### src/sv/bn_pkg.sv
// ----------------------------------------------------------------------------
// bn_pkg: shared types and constants of the batch-normalization block
// Holds the transaction structs, the function codes and the sizes of the
// channel table, the job queue and the datapath.
// ----------------------------------------------------------------------------
package bn_pkg;

  localparam int MaxChannels = 512;
  localparam int ChanW       = 9;
  localparam int DataW       = 16;
  localparam int FracW       = 4;
  localparam int FracReset   = 8;
  localparam int ChAddrW     = (MaxChannels > 1) ? $clog2(MaxChannels) : 1;

  localparam int QueueDepth  = 4;
  localparam int QPtrW       = $clog2(QueueDepth);
  localparam int QCntW       = $clog2(QueueDepth + 1);

  // Dividend magnitude is |sample - mean| << frac, at most 2^16 << 15.
  localparam int NumW        = 32;
  localparam int RemW        = 16;
  localparam int ProdW       = NumW + 1 + DataW;
  localparam int SumW        = ProdW + 1;

  localparam logic signed [SumW-1:0] SatMax = SumW'(32767);
  localparam logic signed [SumW-1:0] SatMin = -SumW'(32768);

  typedef enum logic {
    FuncLoad   = 1'b0,
    FuncSample = 1'b1
  } bn_func_e;

  typedef struct packed {
    bn_func_e                func;
    logic [ChanW-1:0]        channel;
    logic signed [DataW-1:0] sample;
    logic signed [DataW-1:0] scale;
    logic signed [DataW-1:0] offset;
    logic signed [DataW-1:0] mean_value;
    logic signed [DataW-1:0] deviation;
  } bn_in_t;

  typedef struct packed {
    logic signed [DataW-1:0] result;
    logic [ChanW-1:0]        result_channel;
    logic                    clipped;
    logic                    zero_divisor;
  } bn_out_t;

  typedef struct packed {
    logic signed [DataW-1:0] deviation;
    logic signed [DataW-1:0] mean_value;
    logic signed [DataW-1:0] offset;
    logic signed [DataW-1:0] scale;
  } bn_param_t;

  localparam int ParamW = $bits(bn_param_t);

  typedef struct packed {
    logic [ChanW-1:0]        channel;
    logic signed [DataW-1:0] sample;
    bn_param_t               param;
    logic                    no_entry;
  } bn_job_t;

endpackage

### src/sv/bn_queue.sv
// ----------------------------------------------------------------------------
// bn_queue: short job queue between front and back
// A small register FIFO that lets the two sides stall independently.
// ----------------------------------------------------------------------------
module bn_queue (
  input  logic                     clk_i,
  input  logic                     rst_ni,
  input  logic                     push_i,
  input  bn_pkg::bn_job_t          push_data_i,
  input  logic                     pop_i,
  output bn_pkg::bn_job_t          head_o,
  output logic                     empty_o,
  output logic [bn_pkg::QCntW-1:0] level_o
);
  import bn_pkg::*;

  bn_job_t          mem_q [QueueDepth];
  logic [QPtrW-1:0] wptr_q, wptr_d;
  logic [QPtrW-1:0] rptr_q, rptr_d;
  logic [QCntW-1:0] count_q, count_d;

  always_comb begin
    wptr_d  = push_i ? wptr_q + QPtrW'(1) : wptr_q;
    rptr_d  = pop_i  ? rptr_q + QPtrW'(1) : rptr_q;
    count_d = count_q + QCntW'(push_i) - QCntW'(pop_i);
  end

  always_ff @(posedge clk_i or negedge rst_ni) begin
    if (!rst_ni) begin
      wptr_q  <= '0;
      rptr_q  <= '0;
      count_q <= '0;
    end else begin
      wptr_q  <= wptr_d;
      rptr_q  <= rptr_d;
      count_q <= count_d;
    end
  end

  always_ff @(posedge clk_i) begin
    if (push_i) begin
      mem_q[wptr_q] <= push_data_i;
    end
  end

  assign head_o  = mem_q[rptr_q];
  assign empty_o = (count_q == '0);
  assign level_o = count_q;

`ifndef ASSERT_OFF
  a_no_overflow: assert property (@(posedge clk_i) disable iff (!rst_ni)
    push_i |-> (count_q < QCntW'(QueueDepth) || pop_i))
    else $error("queue pushed while full");

  a_no_underflow: assert property (@(posedge clk_i) disable iff (!rst_ni)
    pop_i |-> count_q != '0)
    else $error("queue popped while empty");

  a_count_bound: assert property (@(posedge clk_i) disable iff (!rst_ni)
    count_q <= QCntW'(QueueDepth))
    else $error("queue count beyond depth");
`endif

endmodule

### config.mk
export PLATFORM = sky130hd
export DESIGN_NAME = bn_queue
export DESIGN_NICKNAME = d
export VERILOG_FILES = /design/src/sv/bn_pkg.sv /design/src/sv/bn_queue.sv
export SDC_FILE = /design/constraint.sdc
export NUM_CORES = 1
export LEC_CHECK = 0
export BUFFER_PORTS_ARGS = -buffer_cell sky130_fd_sc_hd__buf_4
export CAP_MARGIN = 10
export CORE_MARGIN = 3
export CORE_UTILIZATION = 42
export CTS_CLUSTER_DIAMETER = 60
export DETAILED_ROUTE_END_ITERATION = 8
export SLEW_MARGIN = 5
export SYNTH_ARGS = -nofsm -noshare
export SYNTH_HDL_FRONTEND = slang
export SYNTH_SLANG_ARGS = --single-unit
### constraint.sdc
create_clock -name clk_i -period 3.2 [get_ports clk_i]
set_clock_uncertainty 0.2 [all_clocks]
set_input_delay 0.64 -clock clk_i [delete_from_list [all_inputs] [get_ports clk_i]]
set_output_delay 0.64 -clock clk_i [all_outputs]
set_load 0.01 [all_outputs]
==> metrics.txt, run 1 <==
outcome=finished, final reports clean; hold_ws=126.7 ps; number of remaining DRC errors=0; largest net degree at the start of global routing=47; CP Depth=3; row cnt=64; Startpoint Class=flop; Max-cap violations=0; achievable frequency=339.3 MHz; reg-to-reg endpoint=mem_q[0][14]; Worst-Skew Late Latency=510 ps; Worst EP arrival=2110 ps; CP peak stage delay=720 ps; most frequent cells in the layout=360 x edfxtp_1, 193 x buf_4, 90 x mux4_2, 41 x clkbuf_16, 12 x clkinv_1; Ports=188; Core Region=0.03099 mm²; synthesized area=0.01338 mm²; area of the die=0.03402 mm²; Yosys warnings=0; post-route cell area=0.01649 mm²; initial antenna violation count=0; most common cell after layout, fill and taps aside=edfxtp_1; Layout area overhead=23.28%; Top delay family on crit path=flip-flops; CTS Buffer Depth=3; Routed Antenna Nets=0; WL final=24900 µm; worst r2r src=wptr_q[0]; Worst slew margin=63.16%; CTS tree=yes; Psw=0.004222 W; CTS Sinks=367; worst path bufs/invs=2; 1st-iter DRT viols=362; H-tree depth=2; clock share of power=26.3%; vias per cell=5.213; vias in the first global route=6694; Inserted Diodes=0; Final Critical Period=2948 ps; Port Buf Inserts=187; required time of the critical path=2360 ps; post-DP HPWL=15060 µm; CP Class=reg2out; sequential fraction of the synthesis area=82.13%; first-pass GRT wire length=38050 µm; Layout Utilization=53.21%; crit path capture=head_o[34]; Crit Path Max Fanout=39; root buffer cell=clkbuf_16; hold path start=push_data_i[80]; layout cells sized above 1=46.01%; sequential power share=43.1%; die height=184.5 µm; Reg2Reg Depth=4; clock slew at reported path FFs=60 ps; overall die width=184.5 µm; Pint=0.01100 W; VDD IR-drop max=721.6 µV; setup tns final=0 ps; R2R Setup Slk=1110 ps; pwr/cell area=923.3 mW/mm²; Distinct cells, synth=15; synthesized instance count=503; Pins Over Slew Limit=0; combinational power share=30.5%; CP max-delay cell=dfrtp_4; Fill cells=2371; Net Count, Synth=604; Leakage=5.651 nW; Worst Tran Pin Value=552.6 ps; Post-CTS Setup Bufs=0; Synth Area per Inst=26.59 µm²; CTS-repair resized insts=0; Wirelength per Cell=21.69 µm; Post-layout nets=826; Starting Density=43.16%; placer congestion estimate=0.7053; RSZ-0062 raised after global routing=false; sw frac=27.73%; vias=5985; # setup viols final=0; Overflow after GRT=0; Worst Setup SP=rptr_q[1]; cells along the critical path=buf_12 -> mux4_2 -> buf_4; Setup crit end kind=output port; CTS buffer count=38; placed cell areas=0.01534 mm²; drt pass-1 iters=6; Total GRT Usage=14.77%; synthesis-stage register bit count=367; endpoints failing hold=0; period utilisation layout=92.11%; Hold Path Class=in2reg
synth_stat cells (all sizes together):
cell type	n	area, µm²
edfxtp	360	10810
mux4	90	2027
buf	20	158.9
dfrtp	7	175.2
ha	6	75.07
inv	6	22.52
and2	4	25.02
xnor2	3	26.28
nand2	2	7.510
xor2	2	17.52
fa	1	20.02
nor3	1	5.000
o21ai	1	5.000
layout make-up:
class	count	area, µm²	share of cell area (%)
Inverter	6	22.52	0.1366
Tap cell	396	495.5	3.005
Clock buffer	47	1049	6.359
Timing Repair Buffer	202	1619	9.819
Clock inverter	20	92.59	0.5615
Multi-Input combinational cell	110	2218	13.45
Sequential cell	367	10990	66.67
how the worst min path moves through the flow:
stage                     depth (start not counted)  slack, ps            to
after CTS                                         1        100  mem_q[0][80]
after floorplan                                   0        140    level_o[0]
final                                             1        130  mem_q[0][80]
after global placement                            1        260    level_o[0]
after global routing                              1        100  mem_q[0][80]
after detailed placement                          1        260    level_o[2]
power by group through the flow:
stage / registers, W / logic [W] / clock network, W
floorplan: 0.00655 / 0.00281 / 0
global placement: 0.00662 / 0.00477 / 0
detailed placement: 0.00668 / 0.00482 / 0
CTS: 0.00659 / 0.00483 / 0.00414
global route: 0.00665 / 0.00503 / 0.00433
finish: 0.00657 / 0.00465 / 0.00401
stage by stage:
step	power (W)	worst slack [ps]	std cells
floorplan	0.009358	792.7	503
global placement	0.01139	752.7	1080
detailed placement	0.01150	733.0	1080
CTS	0.01556	177.8	1148
global route	0.01600	150.5	1148
finish	0.01522	252.5	1148
routing by layer:
layer / track usage, % / part of all wire [%]
met3: 3.927 / 6.2
met2: 25.86 / 53
met4: 4.627 / 2.3
met5: 0 / 0
met1: 18.04 / 39
registers in the layout, indices dropped and copies added, names as in the netlist:
signal / flops
level_o: 3
wptr_q: 2
mem_q: 360
rptr_q: 2
cells by family (layout without fill, tap and decap cells):
group	count (synthesis)	count (layout)	share of synthesized area, %
multiplexers	90	90	15.15
adder cells (fa/ha/maj)	7	7	0.7109
AO/OA/AOI/OAI	1	1	0.03738
AND/OR/NAND/NOR	7	7	0.2806
buffers and inverters	26	275	1.356
flip-flops	367	367	82.13
XOR/XNOR	5	5	0.3275
timing repair:
| action | CTS | global route |
|---|---|---|
| endpoints found under the setup margin | 0 | 0 |
| endpoints found under the hold margin | 7 | 0 |
| hold buffers | 1 | 0 |
worst reg2reg max path, stage by stage (launching register included):
cell and delay [ps]:
dfrtp_1 420, inv_1 110, ha_1 170, and2_4 500, buf_4 370
No activity file was read; power rests on OpenSTA's default activity.
==> run 2: changes to the inputs <==
ABC_AREA = 1   (was default)
==> run 2 against run 1 <==
Wire length grew 30%. Fmax is 3.5% lower. Clock power up 6.5%. Via count increased by 63%. Worst setup slack lost 110 ps.
==> metrics.txt, run 2 <==
Pins Over Slew Limit=0 (unchanged); Leakage=8.607 nW (+52%); post-DP HPWL=17990 µm (+19%); synthesized instance count=1454 (+190%); CTS Buffer Depth=3 (unchanged); cells along the critical path=buf_12 -> nand2_1 -> nand3_1 -> nand2_1 -> buf_4; worst r2r src=wptr_q[0]; CP Class=reg2out; combinational family with the most area after synthesis=simple AND/OR/NAND/NOR gates; Setup crit end kind=output port; CTS Sinks=367 (unchanged); Final Critical Period=3055 ps (+107.6 ps); Top delay family on crit path=buffers and inverters; list of most frequent post-synthesis cells=461 x nand2_1, 372 x inv_1, 360 x edfxtp_1, 181 x nand3_1, 41 x buf_2; Yosys warnings=0 (unchanged); R2R Setup Slk=1250 ps (+140 ps); pre-CTS setup slack=734.1 ps (+1.085 ps); Total GRT Usage=16.50% (+1.7 points); sequential fraction of the synthesis area=71.20% (-11 points); area of the die=0.03907 mm² (+15%); hold path start=push_data_i[66]; Net Count, Synth=1555 (+160%); synthesis-stage register bit count=367 (unchanged); first-pass GRT wire length=50340 µm (+32%); setup tns final=0 ps (unchanged); Max-cap violations=0 (unchanged); reg-to-reg endpoint=mem_q[0][21]; CTS tree=yes; drt pass-1 iters=5 (-1); Worst-Skew Late Latency=520 ps (about the same); Inserted Diodes=0 (unchanged); outcome=finished, final reports clean; number of synthesized flops with an enable pin=360 (unchanged); Largest register FFs=360 (unchanged); compound-gate portion of the synthesized area=0.03244% (-0.0050 points); most frequent cell after synthesis=nand2_1; number of remaining DRC errors=0 (unchanged); main area contributors after synthesis=edfxtp_1 70%, nand2_1 11%, inv_1 9.0%, nand3_1 5.9%, buf_2 1.3%; CTS-repair resized insts=0 (unchanged); Post-layout nets=1745 (+110%); clock slew at reported path FFs=60 ps (about the same); Startpoint Class=flop; Crit Path Max Fanout=182 (+370%); Most flops, register=mem_q; vias per cell=4.572 (-12%); Wirelength per Cell=15.19 µm (-30%); Layout Utilization=52.00% (-1.2 points); Worst EP arrival=2220 ps (+110 ps); Overflow after GRT=0 (unchanged); CP peak stage delay=580 ps (-140 ps); Reg2Reg Depth=5 (+1); synthesized area=0.01543 mm² (+15%); Setup WS post-layout=144.9 ps (-107.6 ps); largest net degree at the start of global routing=183 (+290%); endpoints failing hold=0 (unchanged); die height=197.7 µm (+7.2%); H-tree depth=2 (unchanged); Worst Tran Pin Value=895.0 ps (+342.4 ps); RSZ-0062 raised after global routing=false; vias=9753 (+63%); initial antenna violation count=2 (+2); achievable frequency=327.3 MHz (-3.5%); Hold Path End=mem_q[2][66]; Synth top area share=70.06% (-11 points); Ports=188 (unchanged); leading area contributor after synthesis=edfxtp_1; Hold Path Depth=1 (unchanged); Synth async-reset ratio=1.907% (unchanged); Pwr Total=0.01716 W (+13%); period utilisation layout=95.47% (+3.4 points); CTS buffer count=41 (+7.9%); Layout area overhead=21.04%; Synth Area in Simple Gates=17.12% (+17 points); Core Region=0.03591 mm² (+16%); placer congestion estimate=0.7174 (+1.7%); required time of the critical path=2360 ps (about the same); most frequent CP cell=nand2_1; worst path bufs/invs=2 (unchanged); most frequent cells in the layout=461 x nand2_1, 368 x inv_1, 360 x edfxtp_1, 193 x buf_4, 181 x nand3_1; post-synthesis mux area share=0% (-15 points); most common cell after layout, fill and taps aside=nand2_1; layout cells sized above 1=15.85% (-30 points); root buffer cell=clkbuf_16; pwr/cell area=918.6 mW/mm² (-0.50%); row cnt=69 (+7.8%); Starting Density=42.96% (-0.20 points); VDD IR-drop max=829.0 µV (+15%); Worst slew margin=40.34% (-23 points); Synth Area per Inst=10.61 µm² (-60%); Post-Synth Adder-Cell Area=0.6163% (-0.095 points); CP max-delay cell=buf_12; post-synthesis xor/xnor area fraction=0.1703% (-0.16 points); WL final=32390 µm (+30%); Hold Path Class=in2reg; Routed Antenna Nets=0 (unchanged); Most used DFF post-synth=edfxtp_1; overall die width=197.7 µm (+7.2%); Port Buf Inserts=187 (unchanged); vias in the first global route=9559 (+43%); # setup viols final=0 (unchanged); Distinct cells, synth=14 (-1); 1st-iter DRT viols=491 (+36%)
[run 2: worst register-to-register path, stage by stage (launching register included)]
cell,delay [ps]
dfrtp_1,420
inv_1,100
ha_1,140
nand2_1,80
clkinvlp_4,100
buf_4,510
[run 2: per-stage QoR]
step | std cells | instance area (µm²) | hold WS, ps
after detailed placement | 2061 | 17450 | 275.7
after global routing | 2133 | 18680 | 91.37
final | 2133 | 18680 | 112.6
after floorplan | 1454 | 15440 | 144.4
after CTS | 2133 | 18680 | 88.95
after global placement | 2061 | 17450 | 277.3
[run 2: area by class of cell]
cell class | count | area (µm²)
repair buffers | 206 | 1699
multi-input cells | 654 | 2768
clock buffers | 52 | 1067
fillers | 3132 | 17240
clock inverters | 19 | 147.6
well taps | 461 | 576.8
inverters | 374 | 1425
flip-flops and latches | 367 | 10990
[run 2: cells by family after synthesis]
kind of cell | count (synthesis)
adders and majority gates | 7
DFF | 367
xor gates and xnor gates | 3
AOI/OAI and AO/OA | 1
buffers and inverters | 433
and+or+nand+nor | 643
[run 2: how the worst max path moves through the flow]
stage               cells past startpoint          end  startpoint
global route                            5   head_o[44]   rptr_q[0]
floorplan                               3  mem_q[1][0]      push_i
detailed placement                      6   head_o[44]   rptr_q[0]
CTS                                     6   head_o[28]   rptr_q[0]
global placement                        5   head_o[45]   rptr_q[0]
finish                                  5   head_o[44]   rptr_q[0]
[run 2: what timing repair did]
item,CTS,global route
setup buffers,0,0
hold buffers,1,0
endpoints found under the hold margin,7,0
[run 2: where the power goes]
| part | switching, W | internal (W) |
|---|---|---|
| sequential | 0.000202 | 0.00629 |
| clock | 0.00176 | 0.00251 |
| combinational | 0.00400 | 0.00239 |
[run 2: metal layers]
metal	vias up	track usage, %	share of wire [%]
met2	222	27.94	47
met3	59	5.168	7.4
met1	4566	20.69	43
li1	4902	-	-
met5	-	0	0.083
met4	4	4.351	2.0
==> run 3: changes to the inputs <==
clock period = 3.8 ns   (was 3.2 ns; I/O delays follow)
==> run 3 against run 2 <==
Critical path depth is 1 higher. Global-route usage is 0.51 points higher. Design area is 0.48% lower. Wire length is 1.7% higher. Via count is 0.45% lower. Sequential power is 14% lower. Count of clock-buffer cells in the layout is 3 lower. Critical endpoint is now head_o[77].
==> metrics.txt, run 3 (synthesized netlist as in run 2, its figures left out) <==
Setup WS post-layout=207.7 ps (+62.77 ps); Largest register FFs=360 (unchanged); most common cell after layout, fill and taps aside=nand2_1; cells along the critical path=inv_6 -> buf_4 -> nand2_1 -> nand3_1 -> nand2_1 -> buf_4; Post-CTS Setup Bufs=0 (unchanged); CTS Buffer Depth=3 (unchanged); row cnt=69 (unchanged); Layout area overhead=20.46%; required time of the critical path=2840 ps (+480 ps); vias per cell=4.558 (-0.31%); Starting Density=42.96% (unchanged); largest net degree at the start of global routing=142 (-22%); CTS buffer count=41 (unchanged); Most flops, register=mem_q; RSZ-0062 raised after global routing=false; root buffer cell=clkbuf_16; Hold Path Class=in2reg; Worst slew margin=34.10% (-6.2 points); Startpoint Class=flop; vias in the first global route=9615 (+0.59%); pre-CTS setup slack=733.0 ps (-1.100 ps); CP peak stage delay=740 ps (+160 ps); CTS tree=yes; outcome=finished, final reports clean; Wirelength per Cell=15.47 µm (+1.9%); vias=9709 (-0.45%); setup tns final=0 ps (unchanged); period utilisation layout=94.54%; clock slew at reported path FFs=60 ps (about the same); met3 wire length=2287 µm (-5.1%); # setup viols final=0 (unchanged); Worst EP arrival=2630 ps (+410 ps); Pins Over Slew Limit=0 (unchanged); initial antenna violation count=1 (-1); CP max-delay cell=buf_4; wl on met1=14160 µm (+1.4%); Hold Path Depth=1 (unchanged); VDD IR-drop max=466.1 µV (-44%); Total GRT Usage=17.01% (+0.51 points); Crit Path Max Fanout=90 (-51%); Post-layout nets=1744 (-0.057%); CP Class=reg2out; Routed Antenna Nets=0 (unchanged); overall die width=197.7 µm (unchanged); number of remaining DRC errors=0 (unchanged); CTS Sinks=367 (unchanged); pwr/cell area=773.7 mW/mm² (-16%); Inserted Diodes=0 (unchanged); layout cells sized above 1=15.70% (-0.15 points); die height=197.7 µm (unchanged); area of the die=0.03907 mm² (unchanged); Overflow after GRT=0 (unchanged); post-DP HPWL=19200 µm (+6.7%); 1st-iter DRT viols=494 (+0.61%); Fill cells=3159 (+0.86%); Max-cap violations=0 (unchanged); WL final=32960 µm (+1.7%); top layer in use=met5; endpoints failing hold=0 (unchanged); Core Region=0.03591 mm² (unchanged); Ports=188 (unchanged); drt pass-1 iters=4 (-1); R2R Setup Slk=1690 ps (+440 ps); Setup crit end kind=output port; H-tree depth=2 (unchanged); achievable frequency=278.4 MHz; Leakage=8.605 nW (about the same); placer congestion estimate=0.7118 (-0.78%); most frequent cells in the layout=461 x nand2_1, 368 x inv_1, 360 x edfxtp_1, 197 x buf_4, 181 x nand3_1; met2 wire length=15740 µm (+2.5%); Reg2Reg Depth=5 (unchanged); first-pass GRT wire length=51810 µm (+2.9%); Final Critical Period=3592 ps; Worst Tran Pin Value=988.4 ps (+93.45 ps); Worst-Skew Late Latency=510 ps (about the same); Port Buf Inserts=187 (unchanged)
## run 3: metal layers
layer	vias to the layer above	GRT usage [%]
li1	4904	-
met1	4535	21.94
met2	215	28.30
met3	53	4.878
met4	2	4.797
met5	-	0
## run 3: what timing repair did
action	CTS	global route
hold buffers	1	0
setup endpoints to repair	0	1
resized for setup	0	1
hold endpoints to repair	7	0
## run 3: power by group
group / total, W / internal (W) / leakage (nW) / switching (W)
logic: 0.00523 / 0.00195 / 4.63 / 0.00329
registers: 0.00557 / 0.00530 / 3.39 / 0.000273
clock network: 0.00358 / 0.00211 / 0.587 / 0.00147
total: 0.0144 / 0.00935 / 8.60 / 0.00503
## run 3: area by class of cell
type	count	area, µm²	share of cell area, %
well taps	461	576.8	3.103
multi-input cells	654	2768	14.89
flip-flops and latches	367	10990	59.14
clock buffers	49	1056	5.682
inverters	374	1420	7.641
repair buffers	205	1620	8.718
clock inverters	20	152.6	0.8213
## run 3: metrics by stage
stage	util, %	cell area (µm²)	hold WS (ps)	total power [W]	cells
CTS	51.74	18580	208.2	0.01463	2130
global placement	48.35	17360	317.9	0.01093	2060
floorplan	-	15430	264.4	0.008612	1454
detailed placement	48.35	17360	322.7	0.01102	2060
finish	51.75	18590	235.6	0.01438	2130
global route	51.75	18590	219.9	0.01537	2130
## run 3: worst paths after layout
path	startpoint	to
setup / recovery	rptr_q[0]	head_o[77]
setup reg to reg	wptr_q[0]	mem_q[0][40]
hold / removal	push_data_i[36]	mem_q[3][36]
min in group asynchronous	rst_ni	wptr_q[0]
hold reg to reg	wptr_q[0]	wptr_q[0]
max in group asynchronous	rst_ni	rptr_q[0]
## run 3: worst max-delay path: cells and delay by family, from the launching register on
family	cells	cell delay [ps]
flops	1	680
simple gates	3	340
buf+inv	3	1000
